## config.mk

```make
export PLATFORM = sky130hd
export DESIGN_NAME = k_group_reverse
export DESIGN_NICKNAME = d
export VERILOG_FILES = /design/src/hdl/k_grp_pkg.sv /design/src/hdl/k_grp_front.sv /design/src/hdl/k_grp_queue.sv /design/src/hdl/k_grp_back.sv /design/src/hdl/k_group_reverse.sv
export SDC_FILE = /design/constraint.sdc
export NUM_CORES = 1
export LEC_CHECK = 0
export BUFFER_PORTS_ARGS = -buffer_cell sky130_fd_sc_hd__buf_2
export CORE_MARGIN = 5
export CORE_UTILIZATION = 30
export CTS_BUF_LIST = sky130_fd_sc_hd__clkbuf_16
export DETAILED_ROUTE_END_ITERATION = 7
export GPL_TIMING_DRIVEN = 0
export HOLD_SLACK_MARGIN = 0.05
export PLACE_DENSITY = 0.49
export SYNTH_ARGS = -nofsm -noshare
export SYNTH_HDL_FRONTEND = slang
export SYNTH_HIERARCHICAL = 1
export SYNTH_SLANG_ARGS = --single-unit
```

## constraint.sdc

```tcl
create_clock -name i_clk -period 4.5 [get_ports i_clk]
set_clock_uncertainty 0.1 [all_clocks]
set_input_delay 0.225 -clock i_clk [delete_from_list [all_inputs] [get_ports i_clk]]
set_output_delay 0.225 -clock i_clk [all_outputs]
set_load 0.02 [all_outputs]
```

## src/hdl/k_grp_pkg.sv

```systemverilog
// ---------------------------------------------------------------------------
// k_grp_pkg
// Shared types and constants for the group reversal block.
// ---------------------------------------------------------------------------
`timescale 1ns / 1ps
`default_nettype none

package k_grp_pkg;

    localparam int VALUE_W = 32;
    localparam int CFG_W   = 5;

    localparam logic [CFG_W-1:0] GROUP_SIZE_RESET = 5'd4;

    // control part of one queued group request
    typedef struct packed {
        logic bank;
        logic reversed;
        logic stream_end;
    } t_grp_ctl;

endpackage

`default_nettype wire

```

## src/hdl/k_grp_front.sv

```systemverilog
// ---------------------------------------------------------------------------
// k_grp_front
// Accepts values, writes them into the current buffer bank and, when a group
// fills or the stream ends, queues a group request and swaps banks.
// ---------------------------------------------------------------------------
`timescale 1ns / 1ps
`default_nettype none

module k_grp_front #(
    parameter int MAX_GROUP = 16,
    parameter int IDX_W     = 4
) (
    input  wire logic                          i_clk,
    input  wire logic                          i_rst_n,
    input  wire logic                          i_cfg_valid,
    input  wire logic [k_grp_pkg::CFG_W-1:0]   i_cfg_data,
    input  wire logic                          i_valid,
    output logic                               o_ready,
    input  wire logic [k_grp_pkg::VALUE_W-1:0] i_value,
    input  wire logic                          i_stream_end,
    output logic                               o_wr_en,
    output logic [IDX_W:0]                     o_wr_addr,
    output logic [k_grp_pkg::VALUE_W-1:0]      o_wr_data,
    output logic                               o_push,
    output k_grp_pkg::t_grp_ctl                o_push_ctl,
    output logic [IDX_W-1:0]                   o_push_last_idx,
    input  wire logic                          i_push_ready,
    input  wire logic                          i_release,
    input  wire logic                          i_release_bank
);

    localparam int CNT_W = IDX_W + 1;
    localparam int CMP_W = (CNT_W > k_grp_pkg::CFG_W) ? CNT_W : k_grp_pkg::CFG_W;

    logic [k_grp_pkg::CFG_W-1:0] r_group_size;
    logic [IDX_W-1:0]            r_fill;
    logic                        r_bank;
    logic [1:0]                  r_busy;
    logic [1:0]                  n_busy;

    logic             accept;
    logic [CMP_W-1:0] k_eff;
    logic [CMP_W-1:0] cnt_after;
    logic             full;
    logic             flush;

    always_comb begin
        if (r_group_size == '0) begin
            k_eff = CMP_W'(1);
        end else if (CMP_W'(r_group_size) > CMP_W'(MAX_GROUP)) begin
            k_eff = CMP_W'(MAX_GROUP);
        end else begin
            k_eff = CMP_W'(r_group_size);
        end
    end

    assign cnt_after = CMP_W'(r_fill) + CMP_W'(1);
    assign full      = cnt_after >= k_eff;
    assign flush     = full || i_stream_end;

    assign o_ready = !r_busy[r_bank] && i_push_ready;
    assign accept  = i_valid && o_ready;

    assign o_wr_en   = accept;
    assign o_wr_addr = {r_bank, r_fill};
    assign o_wr_data = i_value;

    assign o_push                = accept && flush;
    assign o_push_ctl.bank       = r_bank;
    assign o_push_ctl.reversed   = full;
    assign o_push_ctl.stream_end = i_stream_end;
    assign o_push_last_idx       = r_fill;

    always_comb begin
        n_busy = r_busy;
        if (i_release) begin
            n_busy[i_release_bank] = 1'b0;
        end
        if (o_push) begin
            n_busy[r_bank] = 1'b1;
        end
    end

    always_ff @(posedge i_clk) begin
        if (!i_rst_n) begin
            r_group_size <= k_grp_pkg::GROUP_SIZE_RESET;
            r_fill       <= '0;
            r_bank       <= 1'b0;
            r_busy       <= '0;
        end else begin
            r_busy <= n_busy;
            if (i_cfg_valid) begin
                r_group_size <= i_cfg_data;
            end
            if (accept) begin
                if (flush) begin
                    r_fill <= '0;
                    r_bank <= ~r_bank;
                end else begin
                    r_fill <= r_fill + IDX_W'(1);
                end
            end
        end
    end

endmodule

`default_nettype wire

```

## src/hdl/k_grp_queue.sv

```systemverilog
// ---------------------------------------------------------------------------
// k_grp_queue
// Two-entry queue of group requests between front and back.
// ---------------------------------------------------------------------------
`timescale 1ns / 1ps
`default_nettype none

module k_grp_queue #(
    parameter int IDX_W = 4
) (
    input  wire logic                 i_clk,
    input  wire logic                 i_rst_n,
    input  wire logic                 i_push,
    input  wire k_grp_pkg::t_grp_ctl  i_ctl,
    input  wire logic [IDX_W-1:0]     i_last_idx,
    output logic                      o_ready,
    input  wire logic                 i_pop,
    output logic                      o_valid,
    output k_grp_pkg::t_grp_ctl       o_ctl,
    output logic [IDX_W-1:0]          o_last_idx
);

    k_grp_pkg::t_grp_ctl r_ctl [2];
    logic [IDX_W-1:0]    r_idx [2];
    logic                r_wr_ptr;
    logic                r_rd_ptr;
    logic [1:0]          r_count;

    logic do_push;
    logic do_pop;

    assign o_ready    = r_count != 2'd2;
    assign o_valid    = r_count != 2'd0;
    assign o_ctl      = r_ctl[r_rd_ptr];
    assign o_last_idx = r_idx[r_rd_ptr];

    assign do_push = i_push && o_ready;
    assign do_pop  = i_pop && o_valid;

    always_ff @(posedge i_clk) begin
        if (do_push) begin
            r_ctl[r_wr_ptr] <= i_ctl;
            r_idx[r_wr_ptr] <= i_last_idx;
        end
    end

    always_ff @(posedge i_clk) begin
        if (!i_rst_n) begin
            r_wr_ptr <= 1'b0;
            r_rd_ptr <= 1'b0;
            r_count  <= 2'd0;
        end else begin
            if (do_push) begin
                r_wr_ptr <= ~r_wr_ptr;
            end
            if (do_pop) begin
                r_rd_ptr <= ~r_rd_ptr;
            end
            if (do_push && !do_pop) begin
                r_count <= r_count + 2'd1;
            end else if (do_pop && !do_push) begin
                r_count <= r_count - 2'd1;
            end
        end
    end

endmodule

`default_nettype wire

```

## src/hdl/k_grp_back.sv

```systemverilog
// ---------------------------------------------------------------------------
// k_grp_back
// Holds the two-bank value buffer and plays out queued groups, forward or
// reversed, through a registered read into the output register.
// ---------------------------------------------------------------------------
`timescale 1ns / 1ps
`default_nettype none

module k_grp_back #(
    parameter int IDX_W = 4
) (
    input  wire logic                          i_clk,
    input  wire logic                          i_rst_n,
    input  wire logic                          i_wr_en,
    input  wire logic [IDX_W:0]                i_wr_addr,
    input  wire logic [k_grp_pkg::VALUE_W-1:0] i_wr_data,
    input  wire logic                          i_q_valid,
    input  wire k_grp_pkg::t_grp_ctl           i_q_ctl,
    input  wire logic [IDX_W-1:0]              i_q_last_idx,
    output logic                               o_q_pop,
    output logic                               o_release,
    output logic                               o_release_bank,
    output logic                               o_valid,
    input  wire logic                          i_ready,
    output logic [k_grp_pkg::VALUE_W-1:0]      o_value,
    output logic                               o_run_last,
    output logic                               o_stream_end
);

    localparam int DEPTH = 2 << IDX_W;

    logic [k_grp_pkg::VALUE_W-1:0] r_mem [DEPTH];
    logic [k_grp_pkg::VALUE_W-1:0] r_rd_data;

    logic                r_active;
    k_grp_pkg::t_grp_ctl r_ctl;
    logic [IDX_W-1:0]    r_last_idx;
    logic [IDX_W-1:0]    r_pos;
    logic                r_out_valid;
    logic                r_out_last;
    logic                r_out_end;

    logic             issue;
    logic             last;
    logic [IDX_W-1:0] rd_idx;

    assign issue  = r_active && (!r_out_valid || i_ready);
    assign last   = r_pos == r_last_idx;
    assign rd_idx = r_ctl.reversed ? (r_last_idx - r_pos) : r_pos;

    assign o_q_pop        = i_q_valid && (!r_active || (issue && last));
    assign o_release      = issue && last;
    assign o_release_bank = r_ctl.bank;

    assign o_valid      = r_out_valid;
    assign o_value      = r_rd_data;
    assign o_run_last   = r_out_last;
    assign o_stream_end = r_out_end;

    always_ff @(posedge i_clk) begin
        if (i_wr_en) begin
            r_mem[i_wr_addr] <= i_wr_data;
        end
        if (issue) begin
            r_rd_data <= r_mem[{r_ctl.bank, rd_idx}];
        end
    end

    always_ff @(posedge i_clk) begin
        if (o_q_pop) begin
            r_ctl      <= i_q_ctl;
            r_last_idx <= i_q_last_idx;
        end
        if (issue) begin
            r_out_last <= last;
            r_out_end  <= last && r_ctl.stream_end;
        end
    end

    always_ff @(posedge i_clk) begin
        if (!i_rst_n) begin
            r_active    <= 1'b0;
            r_pos       <= '0;
            r_out_valid <= 1'b0;
        end else begin
            if (o_q_pop) begin
                r_active <= 1'b1;
                r_pos    <= '0;
            end else if (issue) begin
                if (last) begin
                    r_active <= 1'b0;
                end
                r_pos <= r_pos + IDX_W'(1);
            end
            if (issue) begin
                r_out_valid <= 1'b1;
            end else if (i_ready) begin
                r_out_valid <= 1'b0;
            end
        end
    end

endmodule

`default_nettype wire

```

## src/hdl/k_group_reverse.sv

```systemverilog
// ---------------------------------------------------------------------------
// k_group_reverse
// Reorders a stream of signed values in groups of a configured size; a
// partial group at the end of a stream passes in its original order.
// ---------------------------------------------------------------------------
//  channel   direction  payload (low bit up)
//  s_axis    in         tdata: value; tlast: stream_end
//  m_axis    out        tdata: out_value; tlast: run_last; tuser: out_stream_end
//  cfg       in         i_cfg_data: group_size
//
//  Values enter at up to one per cycle; a group is played out at one per cycle
//  while the output is not stalled, after a turnaround through the request
//  queue and buffer read. Two buffer banks bound throughput: whatever the
//  group size, the input stalls in about every second group. Synchronous
//  active-low reset; no clearing pass. The output register lets input and
//  output stall independently.
// ---------------------------------------------------------------------------
`timescale 1ns / 1ps
`default_nettype none

module k_group_reverse #(
    parameter int MAX_GROUP = 16
) (
    input  wire logic                               i_clk,
    input  wire logic                               i_rst_n,
    input  wire logic                               i_cfg_valid,
    output logic                                    o_cfg_ready,
    input  wire logic [k_grp_pkg::CFG_W-1:0]        i_cfg_data,   // group_size
    input  wire logic                               s_axis_tvalid,
    output logic                                    s_axis_tready,
    input  wire logic signed [k_grp_pkg::VALUE_W-1:0] s_axis_tdata, // value
    input  wire logic                               s_axis_tlast,
    output logic                                    m_axis_tvalid,
    input  wire logic                               m_axis_tready,
    output logic signed [k_grp_pkg::VALUE_W-1:0]    m_axis_tdata, // out_value
    output logic                                    m_axis_tlast,
    output logic [0:0]                              m_axis_tuser  // out_stream_end
);

    localparam int IDX_W = (MAX_GROUP > 1) ? $clog2(MAX_GROUP) : 1;

    logic                          wr_en;
    logic [IDX_W:0]                wr_addr;
    logic [k_grp_pkg::VALUE_W-1:0] wr_data;
    logic                          push;
    k_grp_pkg::t_grp_ctl           push_ctl;
    logic [IDX_W-1:0]              push_last_idx;
    logic                          push_ready;
    logic                          pop;
    logic                          q_valid;
    k_grp_pkg::t_grp_ctl           q_ctl;
    logic [IDX_W-1:0]              q_last_idx;
    logic                          release_grp;
    logic                          release_bank;
    logic [k_grp_pkg::VALUE_W-1:0] out_value;
    logic                          out_end;

    assign o_cfg_ready     = 1'b1;
    assign m_axis_tdata    = out_value;
    assign m_axis_tuser[0] = out_end;

    k_grp_front #(
        .MAX_GROUP (MAX_GROUP),
        .IDX_W     (IDX_W)
    ) u_front (
        .i_clk           (i_clk),
        .i_rst_n         (i_rst_n),
        .i_cfg_valid     (i_cfg_valid),
        .i_cfg_data      (i_cfg_data),
        .i_valid         (s_axis_tvalid),
        .o_ready         (s_axis_tready),
        .i_value         (s_axis_tdata),
        .i_stream_end    (s_axis_tlast),
        .o_wr_en         (wr_en),
        .o_wr_addr       (wr_addr),
        .o_wr_data       (wr_data),
        .o_push          (push),
        .o_push_ctl      (push_ctl),
        .o_push_last_idx (push_last_idx),
        .i_push_ready    (push_ready),
        .i_release       (release_grp),
        .i_release_bank  (release_bank)
    );

    k_grp_queue #(
        .IDX_W (IDX_W)
    ) u_queue (
        .i_clk      (i_clk),
        .i_rst_n    (i_rst_n),
        .i_push     (push),
        .i_ctl      (push_ctl),
        .i_last_idx (push_last_idx),
        .o_ready    (push_ready),
        .i_pop      (pop),
        .o_valid    (q_valid),
        .o_ctl      (q_ctl),
        .o_last_idx (q_last_idx)
    );

    k_grp_back #(
        .IDX_W (IDX_W)
    ) u_back (
        .i_clk          (i_clk),
        .i_rst_n        (i_rst_n),
        .i_wr_en        (wr_en),
        .i_wr_addr      (wr_addr),
        .i_wr_data      (wr_data),
        .i_q_valid      (q_valid),
        .i_q_ctl        (q_ctl),
        .i_q_last_idx   (q_last_idx),
        .o_q_pop        (pop),
        .o_release      (release_grp),
        .o_release_bank (release_bank),
        .o_valid        (m_axis_tvalid),
        .i_ready        (m_axis_tready),
        .o_value        (out_value),
        .o_run_last     (m_axis_tlast),
        .o_stream_end   (out_end)
    );

endmodule

`default_nettype wire

```

==> metrics, run 1 <==
status complete, no violations; DRT Pass-1 Iters 5; CTS tree done; Worst-path clk slew 0.06 ns; Routed WL per cell 24.7 um; synth warn 6; Total GRT Usage 0.166; sequential area share after synthesis 0.722; reg2reg start u_back/r_pos[1]; register area 32900 um^2; crit path capture type register; Max Cap Violations 0; vias in the first global route 27.5k; critical path arrival ~4.7 ns; synthesized cell area 45500 um^2; Relative slew margins 0.202; Synthesized Nets 3134; largest net degree at the start of global routing 33; initial antenna violation count 6; Req. time, crit path 4.81 ns; area of the multi-input gates 11600 um^2; Finish-stage setup viols 0; min cycle time layout 4.42 ns; pwr/cell area 668 nW/um^2; critical path start-end classification register to register; global route overflow 0; Distinct cells, synth 70; Cells after Synth 3079; Clock Tree Root clkbuf_16; hold path start s_axis_tlast; R2R setup slack 0.08 ns; Worst Hold Class primary input to register; worst setup margin slightly below 0.08 ns; Final Cycle Share 0.983; CTS buffer count roughly 120; Nets 3383; top cell type's share of synthesized area 0.712; routability cong. 0.806; Sink Count 1102; LEAKAGE 17.4 nW; Post-route DRC 0; core area 150000 um^2; most area-hungry cell type in the Yosys netlist edfxtp_1; number of buffers added on ports 45; Seq pwr share 0.338; Initial Util 0.303; I/O pins 80; sw frac 0.387; Syn Area/Cell between 10 and 15 um^2; Bufs on Longest Clock Path 3; first-pass GRT wire length about 200000 um; Clk pwr share 0.266; Final Hold Viols 0; Post-synth EDFFs ~1.1k; Max rail drop VDD 0.356 mV; hpwl dp 91600 um; combinational fraction of design power 0.396; vias per cell ~5.2; final antenna-violating net count 0; fill count 14.4k; WHS Endpoint u_queue/r_ctl[1][0]; r2r endpoint u_back/o_value[13]; Synth top cells by count edfxtp_1 (1079), nor2_1 (240), o21ai_0 (166), o22ai_1 (159), clkbuf_1 (149); cell with the most instances after synthesis edfxtp_1; Worst Hold Depth 3; H-tree levels 3; fin. max-slew vios 0; CP Max Fanout 10; Total Wirelength 134000 um; P_int 21.9 mW; worst slew pin tran between 1 and 1.5 ns; via count 28.1k; layout cells sized above 1 0.142; Die Area 160000 um^2; Register-to-Register Path Depth 10; Die Y 399 um; Post-synth ARST share 0; DIE WIDTH between 300 and 400 um; P_sw 13.8 mW; Layout area overhead 17.8%; Clock Latency Late Sink 0.72 ns; row count about 140; highest clock rate 0.226 GHz; Startpoint Class register; setup TNS 0 ns; Area contributors post-synth edfxtp_1 (71%), mux4_2 (3.2%), o22ai_1 (2.2%), nor2_1 (2.0%), o21ai_0 (1.8%); Yosys reg bits 1102; ys flop type edfxtp_1; DP Worst Slack -0.656 ns; drt initial violations between 2k and 3k
[layout make-up]
class,count,area share
flip-flops and latches,1102,0.613
inverters,16,0.00112
well taps,2016,0.0471
multi-input cells,1700,0.217
plain buffers,260,0.0242
clock inverters,91,0.0132
clock buffers,122,0.0570
diodes,3,0.000140
repair buffers,129,0.0268
[power by group through the flow]
stage | logic [mW] | registers, mW | clock network, mW
detailed placement | 14.1 | 12.3 | 0
finish | 14.2 | 12.1 | 9.52
global placement | 13.9 | 12.3 | 0
global route | 15.2 | 12.1 | 10.2
CTS | 14.3 | 12.1 | 9.77
floorplan | 8.25 | 12.4 | 0
[worst max-delay path, stage by stage, from the launching register on]
cell and delay, ns:
dfxtp_1 0.33, clkbuf_2 0.22, inv_1 0.23, fa_1 0.46, xnor2_1 0.20, a21oi_4 0.48, clkbuf_1 0.70, mux4_2 0.41
mux2i_1 0.31, o32ai_1 0.25, a221o_1 0.40
[worst max-delay path by stage]
stage	slack, ns	end	cells past startpoint	start
finish	0.08	u_back/o_value[13]	10	u_back/r_pos[1]
global route	-0.001	u_back/o_value[11]	10	u_back/r_pos[1]
CTS	0.005	u_queue/r_count[1]	11	u_back/r_pos[0]
detailed placement	-0.66	u_back/o_value[20]	11	u_back/r_pos[0]
global placement	-1.22	u_back/r_mem[20][10]	6	u_front/r_bank
floorplan	1.00	u_back/r_mem[12][0]	7	u_queue/r_count[0]
[cell families (layout without fill, tap and decap cells)]
| kind of cell | after synthesis | in the layout | share of synthesized area |
|---|---|---|---|
| compound gates | 838 | 838 | 0.124 |
| buf+inv | 277 | 618 | 0.0292 |
| mux | 113 | 113 | 0.0428 |
| fa+ha+maj | 12 | 12 | 0.00347 |
| simple gates | 723 | 723 | 0.0756 |
| flops | 1102 | 1102 | 0.722 |
| other cells | 1 | 4 | 0.0000824 |
| xor+xnor | 13 | 13 | 0.00250 |
[metal layers]
metal | GRT usage | part of all wire | wire (um) | vias up
met5 | 0 | 0.00028 | 37 | -
met4 | 0.0368 | 0.020 | 2730 | 6
met3 | 0.0249 | 0.052 | 6940 | 160
met2 | 0.264 | 0.47 | 62900 | 758
met1 | 0.241 | 0.46 | 61700 | 14500
li1 | - | - | - | 12700
[sequential cells by signal, indices dropped and copies added (netlist names), 2 cells and up, named ones only]
name,cells
u_back/r_mem,1024
u_back/r_last_idx,4
u_back/r_ctl,2
u_back/r_pos,4
u_queue/r_idx,8
u_front/o_push_last_idx,4
u_back/o_value,32
u_front/r_busy,2
u_front/r_group_size,5
u_queue/r_count,2
u_queue/r_ctl,6
[per-stage QoR]
step,power (mW),instances,cell area [um^2],hold WS (ns),utilization
6_report,35.8,5439,53600,0.272,0.356
5_1_grt,37.5,5436,53600,0.235,0.356
4_1_cts,36.1,5436,53500,0.196,0.356
3_5_place_dp,26.4,5173,49200,0.348,0.327
3_3_place_gp,26.3,5140,48200,0.342,0.321
2_1_floorplan,20.7,3079,45500,0.187,-
[timing repair]
item                        CTS  global route
hold buffers                 51             0
pin swaps                     1             0
hold endpoints to repair   1049             0
setup buffers                 0             0
setup endpoints to repair    34            21
resized for setup            27            14
[layout by cell type (no fill, tap or decap), types with 28 or more instances in the layout]
cell type         n
clkbuf_16       122
dlygate4sd3_1    51
o21ai_0         166
edfxtp_1       1079
nor2_1          208
clkinv_1         32
a21oi_1         130
buf_2            80
a31oi_1          33
a2111oi_0        30
a21boi_0         36
mux4_2           64
inv_1            37
a221o_1          32
a221oi_1         32
a41oi_1          32
mux2i_1          40
nand3_1         133
nand2_1         142
a22oi_1          63
buf_4            49
nor2_4           32
a2bb2oi_1        32
o22ai_1         159
a21o_1           35
buf_12           28
clkbuf_1        131
and3_1           34
nor2b_1         128
Note: power is estimated with default switching activity, not from simulation.
==> run 2, diff against run 1 <==
--- a/config.mk
+++ b/config.mk
@@ -6,13 +6,15 @@
 export NUM_CORES = 1
 export LEC_CHECK = 0
 export BUFFER_PORTS_ARGS = -buffer_cell sky130_fd_sc_hd__buf_2
+export CELL_PAD_IN_SITES_DETAIL_PLACEMENT = 1
+export CELL_PAD_IN_SITES_GLOBAL_PLACEMENT = 2
 export CORE_MARGIN = 5
 export CORE_UTILIZATION = 30
 export CTS_BUF_LIST = sky130_fd_sc_hd__clkbuf_16
 export DETAILED_ROUTE_END_ITERATION = 7
 export GPL_TIMING_DRIVEN = 0
 export HOLD_SLACK_MARGIN = 0.05
-export PLACE_DENSITY = 0.49
+export PLACE_DENSITY = 0.6
 export SYNTH_ARGS = -nofsm -noshare
 export SYNTH_HDL_FRONTEND = slang
 export SYNTH_HIERARCHICAL = 1
==> metrics, run 2 (same netlist as run 1, synthesis figures left out) <==
Req. time, crit path 4.85 ns (was 4.81 ns); vias in the first global route 29.6k (was 27.5k); vias per cell 5.17 (about the same); DIE WIDTH 399 um (unchanged); Clock Latency Late Sink 0.77 ns (was 0.72 ns); combinational fraction of design power 0.397 (was 0.396); Relative slew margins 0.0569 (was 0.202); status complete, no violations (unchanged); cell count after placement 5173 (unchanged); fill count 15.6k (was 14.4k); Crit-path slowest cell clkbuf_1 (unchanged); DRT Pass-1 Iters 5 (unchanged); critical path arrival 4.80 ns (was 4.73 ns); pwr/cell area 682 nW/um^2 (was 668 nW/um^2); r2r endpoint u_back/o_value[0] (was u_back/o_value[13]); Seq pwr share 0.329 (was 0.338); critical path start-end classification register to register (unchanged); commonest non-fill, non-tap cell in the layout edfxtp_1 (unchanged); Worst path max stage delay 0.58 ns (was 0.70 ns); largest net degree at the start of global routing 33 (unchanged); min cycle time layout 4.45 ns (was 4.42 ns); CP startpoint u_back/r_pos[1] (unchanged); RSZ-0062 raised after global routing true; via count 28.3k (was 28.1k); Die Area 160000 um^2 (unchanged); P_int 22.2 mW (was 21.9 mW); Initial Util 0.303 (unchanged); DP Worst Slack -1.02 ns (was -0.656 ns); CTS buffer count 131 (was 119); final core occ 0.359 (was 0.356); crit path capture type register (unchanged); Final Cycle Share 0.989 (was 0.983); Worst Hold Depth 3 (unchanged); Max rail drop VDD 0.348 mV (was 0.356 mV); P_sw 14.6 mW (was 13.8 mW); sequence of cells on the critical path clkbuf_4 > clkinvlp_4 > fa_1 > xnor2_1 > a21o_1 > clkbuf_2 > clkbuf_1 > a31oi_1 > a221o_1 (was clkbuf_2 > inv_1 > fa_1 > xnor2_1 > a21oi_4 > clkbuf_1 > mux4_2 > mux2i_1 > o32ai_1 > a221o_1); core area 150000 um^2 (unchanged); Total GRT Usage 0.179 (was 0.166); Layout area overhead 18.7% (was 17.8%); worst slew pin tran 1.41 ns (was 1.20 ns); drt initial violations 2191 (was 2831); I/O pins 80 (unchanged); fin. max-slew vios 0 (unchanged); LEAKAGE 17.6 nW (was 17.4 nW); Finish-stage setup viols 0 (unchanged); CP Max Fanout 10 (unchanged); final antenna-violating net count 0 (unchanged); Worst-path clk slew 0.06 ns (about the same); Post-route DRC 0 (unchanged); routability cong. 0.774 (was 0.806); Clock Tree Root clkbuf_16 (unchanged); Routed WL per cell 26.4 um (was 24.7 um); number of buffers added on ports 45 (unchanged); max FFs per register 1024 (unchanged); global route overflow 0 (unchanged); reg2reg start u_back/r_pos[1] (unchanged); Final Hold Viols 0 (unchanged); crit path capture u_back/o_value[0] (was u_back/o_value[13]); sw frac 0.396 (was 0.387); Startpoint Class register (unchanged); Register-to-Register Path Depth 9 (was 10); Clk pwr share 0.275 (was 0.266); Nets 3399 (was 3383); Sink Count 1102 (unchanged); highest clock rate 0.225 GHz (was 0.226 GHz); row count 142 (unchanged); R2R setup slack 0.05 ns (was 0.08 ns); Biggest register u_back/r_mem (unchanged); H-tree levels 4 (was 3); Bufs on Longest Clock Path 3 (unchanged); Worst Hold Class primary input to register (unchanged); most frequent cells in the layout edfxtp_1 (1079), nor2_1 (208), o21ai_0 (166) (unchanged); layout cells sized above 1 0.148 (was 0.142); Non-Filler Instances 5467 (was 5439); hpwl dp 99800 um (was 91600 um); Die Y 399 um (unchanged); first-pass GRT wire length 208000 um (was 195000 um); initial antenna violation count 3 (was 6); worst setup margin 0.0488 ns (was 0.0769 ns); Max Cap Violations 0 (unchanged); CTS tree done (unchanged); Total Wirelength 144000 um (was 134000 um)
-- run 2: changes by cell type in the layout (fill, tap and decap cells not counted), sizes merged --
cell	delta
inv	+14
clkinv	+9
clkbuf	+8
buf	+6
bufinv	-5
clkinvlp	-3
diode	-2
dlygate4sd3	+1
-- run 2: worst min path at each step --
| stage | from | end | slack, ns |
|---|---|---|---|
| 2_1_floorplan | i_rst_n | u_front/r_group_size[2] | 0.19 |
| 3_3_place_gp | i_cfg_data[2] | u_front/r_group_size[2] | 0.35 |
| 3_5_place_dp | i_cfg_data[2] | u_front/r_group_size[2] | 0.35 |
| 4_1_cts | s_axis_tlast | u_queue/r_ctl[0][0] | 0.17 |
| 5_1_grt | s_axis_tlast | u_queue/r_ctl[0][0] | 0.20 |
| 6_report | s_axis_tlast | u_queue/r_ctl[0][0] | 0.23 |
-- run 2: per-layer routing --
metal  vias to the layer above  share of wire  GRT usage
met3                       139          0.042     0.0290
met2                       545           0.49      0.302
li1                      12700              -          -
met4                         0          0.015     0.0375
met5                         -              0          0
met1                     14900           0.46      0.245
-- run 2: power by group through the flow --
| stage | clock network (mW) | registers [mW] | logic [mW] |
|---|---|---|---|
| after global routing | 10.8 | 12.1 | 15.7 |
| final | 10.1 | 12.1 | 14.6 |
| after CTS | 10.4 | 12.1 | 14.7 |
| after global placement | 0 | 12.3 | 14.2 |
| after detailed placement | 0 | 12.3 | 14.4 |
| after floorplan | 0 | 12.4 | 8.25 |
-- run 2: cell type report --
cell class / count / area, um^2 / area share
tap: 2016 / 2520 / 0.0467
inverter: 16 / 63.8 / 0.00118
buffer: 259 / 1310 / 0.0243
clock inverter: 106 / 772 / 0.0143
multi-input combinational: 1700 / 11600 / 0.215
timing repair buffer: 134 / 1490 / 0.0277
antenna: 1 / 2.50 / 0.0000464
sequential: 1102 / 32900 / 0.609
clock buffer: 133 / 3330 / 0.0617
-- run 2: worst max-delay path: cells and delay by family, from the launching register on --
| family | cells | cell delay (ns) |
|---|---|---|
| XOR/XNOR | 1 | 0.34 |
| buffers and inverters | 4 | 1.59 |
| flip-flops | 1 | 0.33 |
| adder cells (fa/ha/maj) | 1 | 0.45 |
| AO/OA/AOI/OAI | 3 | 1.30 |
-- run 2: per-stage QoR --
stage          power [mW]  cell area, um^2  hold WS (ns)  setup TNS (ns)
2_1_floorplan        20.7            45500         0.187               0
3_3_place_gp         26.6            48200         0.350         -864.37
3_5_place_dp         26.8            49200         0.348          -28.39
4_1_cts              37.2            54000         0.171               0
5_1_grt              38.6            54000         0.201         -0.0512
6_report             36.8            54000         0.225               0
-- run 2: timing repair --
action | in CTS | in global routing
hold buffers | 52 | 0
endpoints found under the hold margin | 1049 | 0
setup buffers | 4 | 0
endpoints found under the setup margin | 47 | 16
gates resized for setup | 40 | 22
pin swaps | 1 | 0
==> run 3, diff against run 2 <==
--- a/config.mk
+++ b/config.mk
@@ -10,7 +10,7 @@
 export CELL_PAD_IN_SITES_GLOBAL_PLACEMENT = 2
 export CORE_MARGIN = 5
 export CORE_UTILIZATION = 30
-export CTS_BUF_LIST = sky130_fd_sc_hd__clkbuf_16
+export CTS_BUF_LIST = sky130_fd_sc_hd__clkbuf_2
 export DETAILED_ROUTE_END_ITERATION = 7
 export GPL_TIMING_DRIVEN = 0
 export HOLD_SLACK_MARGIN = 0.05
==> metrics, run 3 (same netlist as run 1, synthesis figures left out) <==
global route overflow 0 (unchanged); Layout area overhead 18.9% (was 18.7%); drt initial violations 1885 (was 2191); number of buffers added on ports 45 (unchanged); Relative slew margins 0.0742 (was 0.0569); vias in the first global route 31.8k (was 29.6k); min cycle time layout 4.42 ns (was 4.45 ns); Req. time, crit path 5.73 ns (was 4.85 ns); sw frac 0.428 (was 0.396); Biggest register u_back/r_mem (unchanged); initial antenna violation count 5 (was 3); layout cells sized above 1 0.229 (was 0.148); fin. max-slew vios 0 (unchanged); H-tree levels 5 (was 4); Register-to-Register Path Depth 11 (was 9); pwr/cell area 629 nW/um^2 (was 682 nW/um^2); Seq pwr share 0.355 (was 0.329); crit path capture type register (unchanged); core area 150000 um^2 (unchanged); row count 142 (unchanged); Die Area 160000 um^2 (unchanged); Worst Hold Margin 0.439 ns (was 0.225 ns); hpwl dp 99800 um (unchanged); vias per cell 5.08 (was 5.17); Final Hold Viols 0 (unchanged); Max Cap Violations 0 (unchanged); commonest non-fill, non-tap cell in the layout edfxtp_1 (unchanged); routability cong. 0.774 (unchanged); CTS tree done (unchanged); Die Y 399 um (unchanged); cell count after placement 5173 (unchanged); I/O pins 80 (unchanged); Total Wirelength 148000 um (was 144000 um); Clock Latency Late Sink 1.62 ns (was 0.77 ns); critical path arrival 5.65 ns (was 4.80 ns); max FFs per register 1024 (unchanged); final core occ 0.360 (was 0.359); Startpoint Class register (unchanged); worst setup margin 0.0778 ns (was 0.0488 ns); largest net degree at the start of global routing 33 (unchanged); highest clock rate 0.226 GHz (was 0.225 GHz); LEAKAGE 18.3 nW (was 17.6 nW); P_int 19.5 mW (was 22.2 mW); Finish-stage setup viols 0 (unchanged); Clk pwr share 0.208 (was 0.275); final antenna-violating net count 0 (unchanged); Total GRT Usage 0.184 (was 0.179); RSZ-0062 raised after global routing true (unchanged); CTS buffer count 325 (was 131); worst slew pin tran 1.39 ns (was 1.41 ns); DRT Pass-1 Iters 5 (unchanged); most frequent cells in the layout edfxtp_1 (1079), clkbuf_2 (516), nor2_1 (208) (was edfxtp_1 (1079), nor2_1 (208), o21ai_0 (166)); combinational fraction of design power 0.437 (was 0.397); DP Worst Slack -1.02 ns (unchanged); Worst Hold Class register to register (was primary input to register); Post-route DRC 0 (unchanged); first-pass GRT wire length 215000 um (was 208000 um); CP Max Fanout 10 (unchanged); Final Cycle Share 0.983 (was 0.989); Max rail drop VDD 0.271 mV (was 0.348 mV); Worst Hold Depth 1 (was 3); Worst-path clk slew 0.09 ns (was 0.06 ns); Non-Filler Instances 5892 (was 5467); Clock Tree Root clkbuf_2 (was clkbuf_16); Bufs on Longest Clock Path 4 (was 3); critical path start-end classification register to register (unchanged); Nets 3704 (was 3399); Routed WL per cell 25.2 um (was 26.4 um); DIE WIDTH 399 um (unchanged); Initial Util 0.303 (unchanged); status complete, no violations (unchanged); via count 29.9k (was 28.3k); P_sw 14.5 mW (was 14.6 mW); Sink Count 1102 (unchanged)
run 3: changes by cell type in the layout (fill, tap and decap cells not counted), moves of 16 or more:
cell	change
clkbuf_16	-133
dlygate4sd3_1	+80
inv_1	-36
clkinv_1	+22
clkbuf_2	+493
clkinv_2	-16
buf_12	+32
run 3: cell type report:
type	instances	area (um^2)
fill	16000	96200
sequential	1102	32900
multi-input combinational	1700	11700
timing repair buffer	246	2940
tap	2016	2520
clock buffer	485	2430
buffer	258	1320
clock inverter	60	230
inverter	16	63.8
antenna	9	22.5
run 3: worst paths after layout:
path,start,end,slack [ns]
min,u_front/r_busy[0],u_front/r_busy[0],0.44
min reg2reg,u_front/r_busy[0],u_front/r_busy[0],0.44
max,u_back/r_pos[1],u_back/o_value[30],0.08
max reg2reg,u_back/r_pos[1],u_back/o_value[30],0.08
run 3: per-layer routing:
layer	track usage	wire length [um]	up-vias
li1	-	-	13500
met1	0.250	68200	15600
met2	0.304	71100	623
met3	0.0332	5940	247
met4	0.0516	2980	0
met5	0	0	-
run 3: metrics by stage:
stage | TNS (ns) | area (um^2) | power, mW
after global routing | -0.0260 | 54100 | 36.0
final | 0 | 54100 | 34.0
after CTS | 0 | 54000 | 34.4
after floorplan | 0 | 45500 | 20.7
after detailed placement | -28.39 | 49200 | 26.8
after global placement | -864.37 | 48200 | 26.6
run 3: repair_timing:
action,in CTS,in global routing
endpoints found under the setup margin,47,18
setup buffers,4,0
endpoints found under the hold margin,1104,0
hold buffers,164,0
pin swaps,1,1
gates resized for setup,51,42
run 3: power groups by stage:
stage,clock network [mW],logic (mW),registers (mW)
after floorplan,0,8.25,12.4
after global placement,0,14.2,12.3
after detailed placement,0,14.4,12.3
after CTS,7.46,14.9,12.1
after global routing,8.00,15.9,12.1
final,7.08,14.9,12.1
run 3: worst max-delay path, cell delays in order (launching register included):
cell	delay [ns]
dfxtp_1	0.35
clkbuf_4	0.30
clkinvlp_4	0.24
fa_1	0.44
xnor2_1	0.19
a21oi_4	0.17
buf_12	0.16
buf_4	0.34
buf_2	0.45
clkbuf_1	0.61
a31oi_1	0.29
a221o_1	0.47
